File: config.mk
export PLATFORM = sky130hd
export DESIGN_NAME = tga_rle_decoder
export DESIGN_NICKNAME = d
export VERILOG_FILES = /design/src/rtl/tga_pkg.sv /design/src/rtl/tga_in_stage.sv /design/src/rtl/tga_core.sv /design/src/rtl/tga_out_stage.sv /design/src/rtl/tga_rle_decoder.sv
export VERILOG_INCLUDE_DIRS = /design/src /design/src/rtl
export SDC_FILE = /design/constraint.sdc
export NUM_CORES = 1
export LEC_CHECK = 0
export BUFFER_PORTS_ARGS = -buffer_cell sky130_fd_sc_hd__buf_2
export CAP_MARGIN = 25
export CORE_MARGIN = 1
export CORE_UTILIZATION = 45
export DETAILED_ROUTE_END_ITERATION = 7
export PLACE_DENSITY_LB_ADDON = 0.25
export SETUP_SLACK_MARGIN = 0.1
export SLEW_MARGIN = 20
export SYNTH_ARGS = -nofsm -noshare
export SYNTH_HDL_FRONTEND = slang
export SYNTH_SLANG_ARGS = --single-unit
File: constraint.sdc
create_clock -name clk_i -period 9.8 [get_ports clk_i]
set_input_delay 0.49 -clock clk_i [delete_from_list [all_inputs] [get_ports clk_i]]
set_output_delay 0.49 -clock clk_i [all_outputs]
set_load 0.03 [all_outputs]
File: src/rtl/tga_rle_decoder_assert.svh
// Assertion macros for the TGA run-length decoder.
// Included by the top level; expects clk_i and rst_ni in scope.
`ifndef TGA_RLE_DECODER_ASSERT_SVH
`define TGA_RLE_DECODER_ASSERT_SVH

// Same-cycle implication, checked outside reset.
`define TGA_ASSERT_NOW(lbl, ante, cons, msg) \
  lbl: assert property (@(posedge clk_i) disable iff (!rst_ni) (ante) |-> (cons)) \
    else $error(msg);

// Next-cycle implication, checked outside reset.
`define TGA_ASSERT_NEXT(lbl, ante, cons, msg) \
  lbl: assert property (@(posedge clk_i) disable iff (!rst_ni) (ante) |=> (cons)) \
    else $error(msg);

`endif

File: src/rtl/tga_pkg.sv
// Shared types and constants of the TGA run-length decoder.
// No dependencies; imported by every module of the block.
package tga_pkg;

  localparam int TdataW = 112;

  // Result kinds, carried on the output tuser.
  typedef enum logic [1:0] {
    KIND_HEADER = 2'd0,
    KIND_PIXEL  = 2'd1,
    KIND_ERROR  = 2'd2
  } kind_e;

  // Parser phases, one-hot.
  typedef enum logic [4:0] {
    PH_WAIT   = 5'b00001,
    PH_HEADER = 5'b00010,
    PH_IDSKIP = 5'b00100,
    PH_PKTHDR = 5'b01000,
    PH_PIXEL  = 5'b10000
  } phase_e;

  // Header byte positions.
  localparam logic [4:0] HDR_ID_LEN    = 5'd0;
  localparam logic [4:0] HDR_CMAP_TYPE = 5'd1;
  localparam logic [4:0] HDR_IMG_TYPE  = 5'd2;
  localparam logic [4:0] HDR_WIDTH_LO  = 5'd12;
  localparam logic [4:0] HDR_WIDTH_HI  = 5'd13;
  localparam logic [4:0] HDR_HEIGHT_LO = 5'd14;
  localparam logic [4:0] HDR_HEIGHT_HI = 5'd15;
  localparam logic [4:0] HDR_DEPTH     = 5'd16;
  localparam logic [4:0] HDR_DESC      = 5'd17;

  // Supported image types.
  localparam logic [7:0] TYPE_RAW_COLOR = 8'd2;
  localparam logic [7:0] TYPE_RAW_GRAY  = 8'd3;
  localparam logic [7:0] TYPE_RLE_COLOR = 8'd10;
  localparam logic [7:0] TYPE_RLE_GRAY  = 8'd11;

  localparam logic [7:0] BITS_8  = 8'd8;
  localparam logic [7:0] BITS_24 = 8'd24;
  localparam logic [7:0] BITS_32 = 8'd32;

  // Internal pixel depth codes.
  localparam logic [1:0] DEPTH_8  = 2'd0;
  localparam logic [1:0] DEPTH_24 = 2'd1;
  localparam logic [1:0] DEPTH_32 = 2'd2;

  localparam logic [7:0] PKT_COUNT_MASK = 8'h7f;
  localparam int         PKT_RUN_BIT    = 7;
  localparam int         DESC_FLIP_BIT  = 5;
  localparam logic [7:0] ALPHA_OPAQUE   = 8'hff;

  typedef struct packed {
    logic [7:0] data_byte;
    logic       first;
  } in_word_t;

  typedef struct packed {
    kind_e       kind;
    logic [7:0]  red;
    logic [7:0]  green;
    logic [7:0]  blue;
    logic [7:0]  alpha;
    logic [31:0] start_index;
    logic [7:0]  run_length;
    logic [15:0] image_width;
    logic [15:0] image_height;
    logic        flip_vertical;
    logic        last;
    logic        alpha_empty;
  } result_t;

endpackage

File: src/rtl/tga_in_stage.sv
// Input register of the TGA decoder: holds one byte word until the core takes it.
// Depends on tga_pkg.
module tga_in_stage
  import tga_pkg::*;
(
  input  logic     clk_i,
  input  logic     rst_ni,
  input  logic     s_valid_i,
  output logic     s_ready_o,
  input  in_word_t s_word_i,
  input  logic     take_i,
  output logic     valid_o,
  output in_word_t word_o
);

  logic     valid_q, valid_d;
  in_word_t word_q;

  // Room exists when empty or when the held word leaves this cycle.
  assign s_ready_o = !valid_q || take_i;
  assign valid_d   = (s_valid_i && s_ready_o) || (valid_q && !take_i);

  always_ff @(posedge clk_i or negedge rst_ni) begin
    if (!rst_ni) begin
      valid_q <= 1'b0;
    end else begin
      valid_q <= valid_d;
    end
  end

  always_ff @(posedge clk_i) begin
    if (s_valid_i && s_ready_o) begin
      word_q <= s_word_i;
    end
  end

  assign valid_o = valid_q;
  assign word_o  = word_q;

endmodule

File: src/rtl/tga_core.sv
// Parser core of the TGA decoder: header, id skip, packet and pixel state.
// Depends on tga_pkg; produces at most one result per stepped byte.
module tga_core
  import tga_pkg::*;
(
  input  logic     clk_i,
  input  logic     rst_ni,
  input  logic     step_i,
  input  in_word_t word_i,
  output logic     res_valid_o,
  output result_t  res_o
);

  phase_e      phase_q, phase_d, phase_cur;
  logic [4:0]  hdr_cnt_q, hdr_cnt_d, hdr_cnt_cur;
  logic [7:0]  id_left_q, id_left_d;
  logic        compressed_q, compressed_d;
  logic [1:0]  depth_q, depth_d;
  logic [15:0] width_q, width_d;
  logic [15:0] height_q, height_d;
  logic        flip_q, flip_d;
  logic [31:0] remain_q, remain_d;
  logic [31:0] pix_idx_q, pix_idx_d;
  logic [7:0]  pkt_left_q, pkt_left_d;
  logic        pkt_run_q, pkt_run_d;
  logic [1:0]  byte_pos_q, byte_pos_d;
  logic [23:0] colour_q, colour_d;
  logic        alpha_seen_q, alpha_seen_d;
  logic [7:0]  cmap_q, cmap_d;
  logic [7:0]  itype_q, itype_d;
  logic [7:0]  bits_q, bits_d;

  logic [7:0]  d;
  logic [31:0] area;
  logic        is_colour, is_gray, hdr_ok, img_empty;
  logic [2:0]  bpp;
  logic        pix_done;
  logic        clip;
  logic [7:0]  run_len;
  logic [7:0]  len;
  logic        pix_last;
  logic [7:0]  alpha_val;

  assign d           = word_i.data_byte;
  assign phase_cur   = word_i.first ? PH_HEADER : phase_q;
  assign hdr_cnt_cur = word_i.first ? HDR_ID_LEN : hdr_cnt_q;

  // Width and height are settled well before the descriptor byte.
  assign area      = {16'b0, width_q} * {16'b0, height_q};
  assign img_empty = (width_q == '0) || (height_q == '0);

  assign is_colour = itype_q inside {TYPE_RAW_COLOR, TYPE_RLE_COLOR};
  assign is_gray   = itype_q inside {TYPE_RAW_GRAY, TYPE_RLE_GRAY};
  assign hdr_ok    = (is_colour || is_gray) && (cmap_q == '0)
                   && !(is_colour && (bits_q != BITS_24) && (bits_q != BITS_32))
                   && !(is_gray && (bits_q != BITS_8));

  assign bpp      = (depth_q == DEPTH_8) ? 3'd1 : ((depth_q == DEPTH_24) ? 3'd3 : 3'd4);
  assign pix_done = ({1'b0, byte_pos_q} + 3'd1) >= bpp;

  // A run is cut to the pixels still missing from the image.
  assign clip     = (remain_q[31:8] == '0) && (remain_q[7:0] < pkt_left_q);
  assign run_len  = clip ? remain_q[7:0] : pkt_left_q;
  assign len      = (compressed_q && pkt_run_q) ? run_len : 8'd1;
  assign pix_last = ({24'b0, len} == remain_q);
  assign alpha_val = (bpp == 3'd4) ? d : ALPHA_OPAQUE;

  always_comb begin
    phase_d      = phase_q;
    hdr_cnt_d    = hdr_cnt_q;
    id_left_d    = id_left_q;
    compressed_d = compressed_q;
    depth_d      = depth_q;
    width_d      = width_q;
    height_d     = height_q;
    flip_d       = flip_q;
    remain_d     = remain_q;
    pix_idx_d    = pix_idx_q;
    pkt_left_d   = pkt_left_q;
    pkt_run_d    = pkt_run_q;
    byte_pos_d   = byte_pos_q;
    colour_d     = colour_q;
    alpha_seen_d = alpha_seen_q;
    cmap_d       = cmap_q;
    itype_d      = itype_q;
    bits_d       = bits_q;
    res_valid_o  = 1'b0;
    res_o        = '0;

    if (step_i) begin
      if (word_i.first) begin
        phase_d   = PH_HEADER;
        hdr_cnt_d = HDR_ID_LEN;
        width_d   = '0;
        height_d  = '0;
        cmap_d    = '0;
        itype_d   = '0;
        bits_d    = '0;
      end

      case (phase_cur)
        PH_HEADER: begin
          hdr_cnt_d = hdr_cnt_cur + 5'd1;
          case (hdr_cnt_cur)
            HDR_ID_LEN:    id_left_d = d;
            HDR_CMAP_TYPE: cmap_d = d;
            HDR_IMG_TYPE:  itype_d = d;
            HDR_WIDTH_LO:  width_d = {width_q[15:8], d};
            HDR_WIDTH_HI:  width_d = {d, width_q[7:0]};
            HDR_HEIGHT_LO: height_d = {height_q[15:8], d};
            HDR_HEIGHT_HI: height_d = {d, height_q[7:0]};
            HDR_DEPTH:     bits_d = d;
            HDR_DESC: begin
              hdr_cnt_d   = hdr_cnt_cur;
              res_valid_o = 1'b1;
              if (!hdr_ok) begin
                phase_d    = PH_WAIT;
                res_o.kind = KIND_ERROR;
                res_o.last = 1'b1;
              end else begin
                compressed_d = (itype_q == TYPE_RLE_COLOR) || (itype_q == TYPE_RLE_GRAY);
                depth_d      = is_gray ? DEPTH_8 : ((bits_q == BITS_24) ? DEPTH_24 : DEPTH_32);
                flip_d       = d[DESC_FLIP_BIT];
                remain_d     = area;
                pix_idx_d    = '0;
                alpha_seen_d = 1'b0;
                colour_d     = '0;
                res_o.kind          = KIND_HEADER;
                res_o.image_width   = width_q;
                res_o.image_height  = height_q;
                res_o.flip_vertical = d[DESC_FLIP_BIT];
                if (img_empty) begin
                  phase_d           = PH_WAIT;
                  res_o.last        = 1'b1;
                  res_o.alpha_empty = 1'b1;
                end else if (id_left_q != '0) begin
                  phase_d = PH_IDSKIP;
                end else begin
                  byte_pos_d = '0;
                  pkt_left_d = '0;
                  pkt_run_d  = 1'b0;
                  phase_d    = compressed_d ? PH_PKTHDR : PH_PIXEL;
                end
              end
            end
            default: ;
          endcase
        end
        PH_IDSKIP: begin
          if (id_left_q != '0) begin
            id_left_d = id_left_q - 8'd1;
          end
          if (id_left_d == '0) begin
            byte_pos_d = '0;
            pkt_left_d = '0;
            pkt_run_d  = 1'b0;
            phase_d    = compressed_q ? PH_PKTHDR : PH_PIXEL;
          end
        end
        PH_PKTHDR: begin
          pkt_left_d = (d & PKT_COUNT_MASK) + 8'd1;
          pkt_run_d  = d[PKT_RUN_BIT];
          byte_pos_d = '0;
          phase_d    = PH_PIXEL;
        end
        PH_PIXEL: begin
          case (byte_pos_q)
            2'd0:    colour_d[7:0]   = d;
            2'd1:    colour_d[15:8]  = d;
            2'd2:    colour_d[23:16] = d;
            default: ;
          endcase
          if (pix_done) begin
            if ((bpp == 3'd4) && (d != '0)) begin
              alpha_seen_d = 1'b1;
            end
            pix_idx_d  = pix_idx_q + {24'b0, len};
            remain_d   = remain_q - {24'b0, len};
            byte_pos_d = '0;
            if (compressed_q) begin
              pkt_left_d = (pkt_run_q || (pkt_left_q <= 8'd1)) ? 8'd0 : pkt_left_q - 8'd1;
            end
            if (pix_last) begin
              phase_d = PH_WAIT;
            end else if (compressed_q && (pkt_left_d == '0)) begin
              phase_d = PH_PKTHDR;
            end else begin
              phase_d = PH_PIXEL;
            end
            res_valid_o       = 1'b1;
            res_o.kind        = KIND_PIXEL;
            res_o.blue        = colour_d[7:0];
            res_o.green       = (depth_q == DEPTH_8) ? colour_d[7:0] : colour_d[15:8];
            res_o.red         = (depth_q == DEPTH_8) ? colour_d[7:0] : colour_d[23:16];
            res_o.alpha       = alpha_val;
            res_o.start_index = pix_idx_q;
            res_o.run_length  = len;
            res_o.last        = pix_last;
            res_o.alpha_empty = pix_last && !alpha_seen_d;
          end else begin
            byte_pos_d = byte_pos_q + 2'd1;
          end
        end
        default: ;
      endcase
    end
  end

  always_ff @(posedge clk_i or negedge rst_ni) begin
    if (!rst_ni) begin
      phase_q      <= PH_WAIT;
      hdr_cnt_q    <= '0;
      id_left_q    <= '0;
      compressed_q <= 1'b0;
      depth_q      <= DEPTH_8;
      width_q      <= '0;
      height_q     <= '0;
      flip_q       <= 1'b0;
      remain_q     <= '0;
      pix_idx_q    <= '0;
      pkt_left_q   <= '0;
      pkt_run_q    <= 1'b0;
      byte_pos_q   <= '0;
      colour_q     <= '0;
      alpha_seen_q <= 1'b0;
      cmap_q       <= '0;
      itype_q      <= '0;
      bits_q       <= '0;
    end else begin
      phase_q      <= phase_d;
      hdr_cnt_q    <= hdr_cnt_d;
      id_left_q    <= id_left_d;
      compressed_q <= compressed_d;
      depth_q      <= depth_d;
      width_q      <= width_d;
      height_q     <= height_d;
      flip_q       <= flip_d;
      remain_q     <= remain_d;
      pix_idx_q    <= pix_idx_d;
      pkt_left_q   <= pkt_left_d;
      pkt_run_q    <= pkt_run_d;
      byte_pos_q   <= byte_pos_d;
      colour_q     <= colour_d;
      alpha_seen_q <= alpha_seen_d;
      cmap_q       <= cmap_d;
      itype_q      <= itype_d;
      bits_q       <= bits_d;
    end
  end

endmodule

File: src/rtl/tga_out_stage.sv
// Result register of the TGA decoder: holds one result word for the consumer.
// Depends on tga_pkg.
module tga_out_stage
  import tga_pkg::*;
(
  input  logic    clk_i,
  input  logic    rst_ni,
  input  logic    load_i,
  input  result_t res_i,
  output logic    ready_o,
  input  logic    m_ready_i,
  output logic    m_valid_o,
  output result_t m_res_o
);

  logic    valid_q, valid_d;
  result_t res_q;

  assign ready_o = !valid_q || m_ready_i;
  assign valid_d = load_i || (valid_q && !m_ready_i);

  always_ff @(posedge clk_i or negedge rst_ni) begin
    if (!rst_ni) begin
      valid_q <= 1'b0;
    end else begin
      valid_q <= valid_d;
    end
  end

  always_ff @(posedge clk_i) begin
    if (load_i) begin
      res_q <= res_i;
    end
  end

  assign m_valid_o = valid_q;
  assign m_res_o   = res_q;

endmodule

File: src/rtl/tga_rle_decoder.sv
// TGA run-length image decoder, top level: input register, parser core, result register.
// Each byte waits in the input register, is parsed combinationally by the core and its
// result is registered in the result register. Throughput: one input byte per cycle while
// the result register has room, set by the single-pass core; only descriptor bytes and
// final pixel bytes give a result. Reset (rst_ni low, asynchronous) empties both registers
// and returns the parser to waiting for a byte flagged as the first of a file.
module tga_rle_decoder
  import tga_pkg::*;
(
  input  logic              clk_i,
  input  logic              rst_ni,
  // Input stream: one file byte per word.
  input  logic              s_axis_tvalid,
  output logic              s_axis_tready,
  input  logic [7:0]        s_axis_tdata,   // [7:0] data_byte
  input  logic              s_axis_tuser,   // [0] first
  // Output stream: one result per word.
  output logic              m_axis_tvalid,
  input  logic              m_axis_tready,
  // [7:0] red, [15:8] green, [23:16] blue, [31:24] alpha, [63:32] start_index,
  // [71:64] run_length, [87:72] image_width, [103:88] image_height,
  // [104] flip_vertical, [105] alpha_empty, [111:106] zero
  output logic [TdataW-1:0] m_axis_tdata,
  output logic [1:0]        m_axis_tuser,   // [1:0] kind
  output logic              m_axis_tlast    // last
);

  in_word_t s_word;
  in_word_t core_word;
  logic     core_valid;
  logic     out_ready;
  logic     step;
  logic     res_valid;
  result_t  res;
  result_t  out_res;

  assign s_word.data_byte = s_axis_tdata;
  assign s_word.first     = s_axis_tuser;

  // The core advances whenever it holds a byte and the result register has room.
  // While a result waits in a full result register, every byte is held off until
  // the consumer takes that result.
  assign step = core_valid && out_ready;

  tga_in_stage u_in_stage (
    .clk_i     (clk_i),
    .rst_ni    (rst_ni),
    .s_valid_i (s_axis_tvalid),
    .s_ready_o (s_axis_tready),
    .s_word_i  (s_word),
    .take_i    (step),
    .valid_o   (core_valid),
    .word_o    (core_word)
  );

  tga_core u_core (
    .clk_i       (clk_i),
    .rst_ni      (rst_ni),
    .step_i      (step),
    .word_i      (core_word),
    .res_valid_o (res_valid),
    .res_o       (res)
  );

  tga_out_stage u_out_stage (
    .clk_i     (clk_i),
    .rst_ni    (rst_ni),
    .load_i    (step && res_valid),
    .res_i     (res),
    .ready_o   (out_ready),
    .m_ready_i (m_axis_tready),
    .m_valid_o (m_axis_tvalid),
    .m_res_o   (out_res)
  );

  // Pack the result fields from the lowest bit up.
  assign m_axis_tdata = {6'b0, out_res.alpha_empty, out_res.flip_vertical,
                         out_res.image_height, out_res.image_width, out_res.run_length,
                         out_res.start_index, out_res.alpha, out_res.blue,
                         out_res.green, out_res.red};
  assign m_axis_tuser = out_res.kind;
  assign m_axis_tlast = out_res.last;

`include "tga_rle_decoder_assert.svh"

  // A byte held in the input register is never dropped while the core is stalled.
  `TGA_ASSERT_NEXT(a_held_byte_kept, core_valid && !step, core_valid, "held byte lost")
  // A format error always closes the file.
  `TGA_ASSERT_NOW(a_error_is_last,
                  m_axis_tvalid && (m_axis_tuser == KIND_ERROR),
                  m_axis_tlast, "error result not last")
  // Pixel results always cover at least one pixel.
  `TGA_ASSERT_NOW(a_run_nonzero,
                  m_axis_tvalid && (m_axis_tuser == KIND_PIXEL),
                  m_axis_tdata[71:64] != '0, "empty pixel run")
  // The empty-alpha flag is only reported on the final result.
  `TGA_ASSERT_NOW(a_alpha_flag_last, m_axis_tvalid && m_axis_tdata[105],
                  m_axis_tlast, "alpha flag before last")

endmodule

==> flow_results.xml <==
<?xml version="1.0" encoding="UTF-8"?>
<metrics>
  <group name="clock_tree">
    <metric name="post-cts-setup-buffers" unit="">0</metric>
    <metric name="clk_root_buffer_cell" unit="">clkbuf_16</metric>
    <metric name="cts.htree.levels" unit="">2</metric>
    <metric name="cts.sink_count" unit="">297</metric>
    <metric name="cts_made_buffers" unit="">36</metric>
    <metric name="cts_tree" unit="">built</metric>
    <metric name="worst_setup_hold_path_clk_slew" unit="ps">60</metric>
    <metric name="clkLatencyLatePin" unit="ps">560</metric>
    <metric name="clockBufferDepth" unit="">3</metric>
  </group>
  <group name="grt">
    <metric name="antenna_violations_before_repair" unit="">0</metric>
    <metric name="grt_pass1_wl" unit="µm">99720</metric>
    <metric name="grt_pass1_vias" unit="">18170</metric>
    <metric name="grt_util_met2" unit="%">37.41</metric>
    <metric name="use_met1" unit="%">33.08</metric>
    <metric name="globalRouteTotalUtil" unit="%">23.78</metric>
    <metric name="grt_use_met3" unit="%">5.478</metric>
    <metric name="top_usage_layer" unit="">met2</metric>
    <metric name="overflow" unit="">0</metric>
    <metric name="grt_start_max_net_pins" unit="">77</metric>
  </group>
  <group name="sta">
    <metric name="hold_violations" unit="">0</metric>
    <metric name="final.setup_skew" unit="ps">19.65</metric>
    <metric name="finalSetupViolCount" unit="">0</metric>
    <metric name="tightestPinTransition" unit="ps">1031</metric>
    <metric name="timing.final.ws_setup" unit="ps">3126</metric>
    <metric name="fin_crit_sh" unit="%">68.10</metric>
    <metric name="fin_worst_hold_slack" unit="ps">106.7</metric>
    <metric name="setup-tns-final" unit="ps">0</metric>
    <metric name="relSlewSlack" unit="%">31.24</metric>
    <metric name="slew_viol_final" unit="">0</metric>
    <metric name="minimum_period_implied_by_the_final_worst_setup_slack" unit="ps">6674</metric>
    <metric name="fmaxAchievable" unit="MHz">149.8</metric>
    <metric name="rsz0062_at_grt" unit="">no</metric>
  </group>
  <group name="floorplanning">
    <metric name="chipHeight" unit="µm">229.4</metric>
    <metric name="row_count" unit="">82</metric>
    <metric name="io_pins" unit="">130</metric>
    <metric name="core" unit="µm²">50580</metric>
    <metric name="fp.dieArea" unit="µm²">52600</metric>
    <metric name="chipWidth" unit="µm">229.4</metric>
    <metric name="start_util" unit="%">45.99</metric>
  </group>
  <group name="placement">
    <metric name="place_inst" unit="">3114</metric>
    <metric name="gp_congestion" unit="">0.9004</metric>
    <metric name="port_buffers" unit="">123</metric>
    <metric name="pre_cts_slack" unit="ps">3217</metric>
    <metric name="dpl.hpwl" unit="µm">43760</metric>
  </group>
  <group name="pwr">
    <metric name="p_leak" unit="nW">11.98</metric>
    <metric name="power_per_cell_area" unit="nW/µm²">137.7</metric>
    <metric name="power.ir.vdd_worst" unit="µV">110.9</metric>
  </group>
  <group name="min_path">
    <metric name="hold_class" unit="">in -&gt; reg</metric>
  </group>
  <group name="critical_path">
    <metric name="path_cells" unit="">nand2_1 &gt; fa_1 &gt; inv_1 &gt; fa_1 &gt; inv_1 &gt; fa_1 &gt; inv_1 &gt; fa_1 &gt; fa_1 &gt; inv_1 &gt; fa_1 &gt; inv_1 &gt; ha_1 &gt; a21oi_1 &gt; nand2b_1 &gt; a21oi_1 &gt; a211oi_1 &gt; a21oi_1 &gt; or4b_2 &gt; a21o_1 &gt; nand3_1</metric>
    <metric name="critical_path.startpoint_type" unit="">register</metric>
    <metric name="data_arrival_time_of_the_worst_path" unit="ps">7170</metric>
    <metric name="critical_path.endpoint_type" unit="">register</metric>
    <metric name="worst_path_largest_cell_delay" unit="ps">830</metric>
    <metric name="slowest_stage" unit="">dfrtp_1</metric>
    <metric name="required" unit="ps">10290</metric>
    <metric name="crit_path_max_fanout" unit="">19</metric>
    <metric name="critical_path.top_delay_family" unit="">adder cells</metric>
    <metric name="path_common_cell" unit="">fa_1</metric>
    <metric name="cp.buffers_inverters" unit="">5</metric>
    <metric name="crit_type" unit="">reg -&gt; reg</metric>
  </group>
  <group name="run_status">
    <metric name="run_status" unit="">finished clean</metric>
  </group>
  <group name="yosys">
    <metric name="netlist_area" unit="µm²">23260</metric>
    <metric name="synthesis.area_per_instance" unit="µm²">9.509</metric>
    <metric name="cell_type_contributing_the_most_total_cell_area_after_synthesis" unit="">dfrtp_1</metric>
    <metric name="synth_async_sr_flop_share" unit="%">60.27</metric>
    <metric name="netlist_top_cells_area" unit="">dfrtp_1 19%, fa_1 17%, edfxtp_1 15%</metric>
    <metric name="yosys_most_used_dff" unit="">dfrtp_1</metric>
    <metric name="yosysWarningCount" unit="">0</metric>
    <metric name="synth_cell_type_count" unit="">77</metric>
    <metric name="seq_area_frac_synth" unit="%">34.50</metric>
    <metric name="synth.most_common_cell" unit="">nand2_1</metric>
    <metric name="synth.ff_latch_count" unit="">297</metric>
    <metric name="synthesis.instances" unit="">2446</metric>
    <metric name="synth_top_area_share" unit="%">19.15</metric>
    <metric name="synth-edff-count" unit="">118</metric>
    <metric name="synth_commonest_cells" unit="">332 x nand2_1, 252 x inv_1, 196 x fa_1, 178 x dfrtp_1, 159 x and2_1</metric>
  </group>
  <group name="flow_run">
    <metric name="max_cap_viol_count" unit="">0</metric>
  </group>
  <group name="route">
    <metric name="firstDrtPassIters" unit="">5</metric>
    <metric name="drt_iter0_markers" unit="">1222</metric>
    <metric name="finalWirelength" unit="µm">60900</metric>
    <metric name="ant_nets" unit="">0</metric>
    <metric name="detailroute.via_count" unit="">17680</metric>
    <metric name="viasPerCell" unit="">5.560</metric>
    <metric name="routed_wire_length_per_instance" unit="µm">19.16</metric>
    <metric name="drc" unit="">0</metric>
  </group>
  <group name="cells_and_area">
    <metric name="fillerInstances" unit="">4617</metric>
    <metric name="drive_gt1_share" unit="%">9.334</metric>
    <metric name="final_cell_count_no_fill" unit="">3179</metric>
    <metric name="n_antenna_cell" unit="">0</metric>
    <metric name="num-nets-final" unit="">2835</metric>
    <metric name="syn2layout_area_growth" unit="%">9.774</metric>
  </group>
</metrics>
==> routing by layer <==
metal | up-vias | wire [µm]
met4 | 0 | 1238
met3 | 86 | 4574
met1 | 8754 | 26890
met2 | 580 | 28200
met5 | - | 0
li1 | 8256 | -
==> path summary, 6_finish.rpt <==
| path | from | endpoint | slack (ps) | cells past startpoint |
|---|---|---|---|---|
| setup / recovery | u_core.width_q[7] | u_core.remain_q[28] | 3130 | 21 |
| hold / removal | s_axis_tuser | u_in_stage.word_o[0] | 110 | 1 |
| setup reg to reg | u_core.width_q[7] | u_core.remain_q[28] | 3130 | 21 |
| hold reg to reg | u_core.colour_q[0] | u_core.colour_q[0] | 480 | 2 |
| max in group asynchronous | rst_ni | u_core.remain_q[9] | 7230 | 4 |
| min in group asynchronous | rst_ni | u_core.pix_idx_q[25] | 420 | 2 |
==> through the flow <==
stage	util, %	cell area (µm²)	power, mW
global placement	48.08	24320	2.142
finish	50.48	25530	3.516
floorplan	-	23280	1.976
global route	50.48	25530	3.676
detailed placement	48.08	24320	2.164
CTS	50.47	25530	3.543
==> layout make-up <==
| type | count | area (µm²) | area share (%) |
|---|---|---|---|
| inverters | 252 | 948.4 | 3.714 |
| well taps | 672 | 840.8 | 3.293 |
| clock buffers | 51 | 1060 | 4.151 |
| repair buffers | 145 | 789.5 | 3.092 |
| flip-flops and latches | 297 | 8024 | 31.43 |
| multi-input cells | 1749 | 13730 | 53.78 |
| clock inverters | 13 | 140.1 | 0.5488 |
==> layout by cell type, fill, tap and decap left out, types with 7 or more instances in the layout <==
cell type  count
a211oi_1       9
a21o_1        29
a21oi_1      112
a22o_1        42
a22oi_1        8
a31oi_1       14
and2_1       159
and3_1        51
buf_2        122
buf_4         21
clkbuf_1       7
clkbuf_16     38
dfrtp_1      178
edfxtp_1     118
fa_1         196
ha_1         145
inv_1        251
mux2i_1       35
nand2_1      332
nand2b_1      15
nand3_1       43
nand4_1       15
nor2_1       124
nor2b_1       10
nor3_1        31
nor4_1        18
o211ai_1       7
o21a_1         8
o21ai_0      124
o21ai_1       13
o31ai_1        7
or2_2         17
or3_1         20
or4_1          7
xnor2_1       26
xor2_1        32
==> where the power goes <==
| group | leakage, nW | total (mW) | internal [mW] | switching, mW |
|---|---|---|---|---|
| Combinational | 7.84 | 0.638 | 0.226 | 0.412 |
| Clock | 0.585 | 1.37 | 0.811 | 0.556 |
| Sequential | 3.56 | 1.51 | 1.40 | 0.106 |
==> cell families after synthesis <==
group	Yosys count	synth area share, %
buffers and inverters	405	6.649
other	1	0.01612
AND/OR/NAND/NOR	880	18.89
XOR/XNOR	58	2.184
adder cells (fa/ha/maj)	341	24.67
flip-flops	297	34.50
AO/OA/AOI/OAI	428	11.54
multiplexers	36	1.555
==> repair_timing <==
action,CTS,global route
resized for setup,0,0
hold buffers,1,0
hold endpoints to repair,44,0
==> sequential cells by signal, summed over array words and instances (netlist names) <==
register / count
u_core.pkt_run_q: 1
u_core.byte_pos_q: 2
u_core.id_left_q: 8
u_core.depth_q: 2
u_out_stage.m_res_o: 109
u_core.colour_q: 24
u_core.itype_q: 8
u_core.alpha_seen_q: 1
u_core.compressed_q: 1
u_core.pix_idx_q: 32
u_core.pkt_left_q: 8
u_in_stage.valid_o: 1
u_core.cmap_q: 8
u_out_stage.m_valid_o: 1
u_core.phase_q: 5
u_core.remain_q: 32
u_core.bits_q: 8
u_in_stage.word_o: 9
u_core.height_q: 16
u_core.hdr_cnt_q: 5
u_core.width_q: 16
No activity file was read; power rests on OpenSTA's default activity.
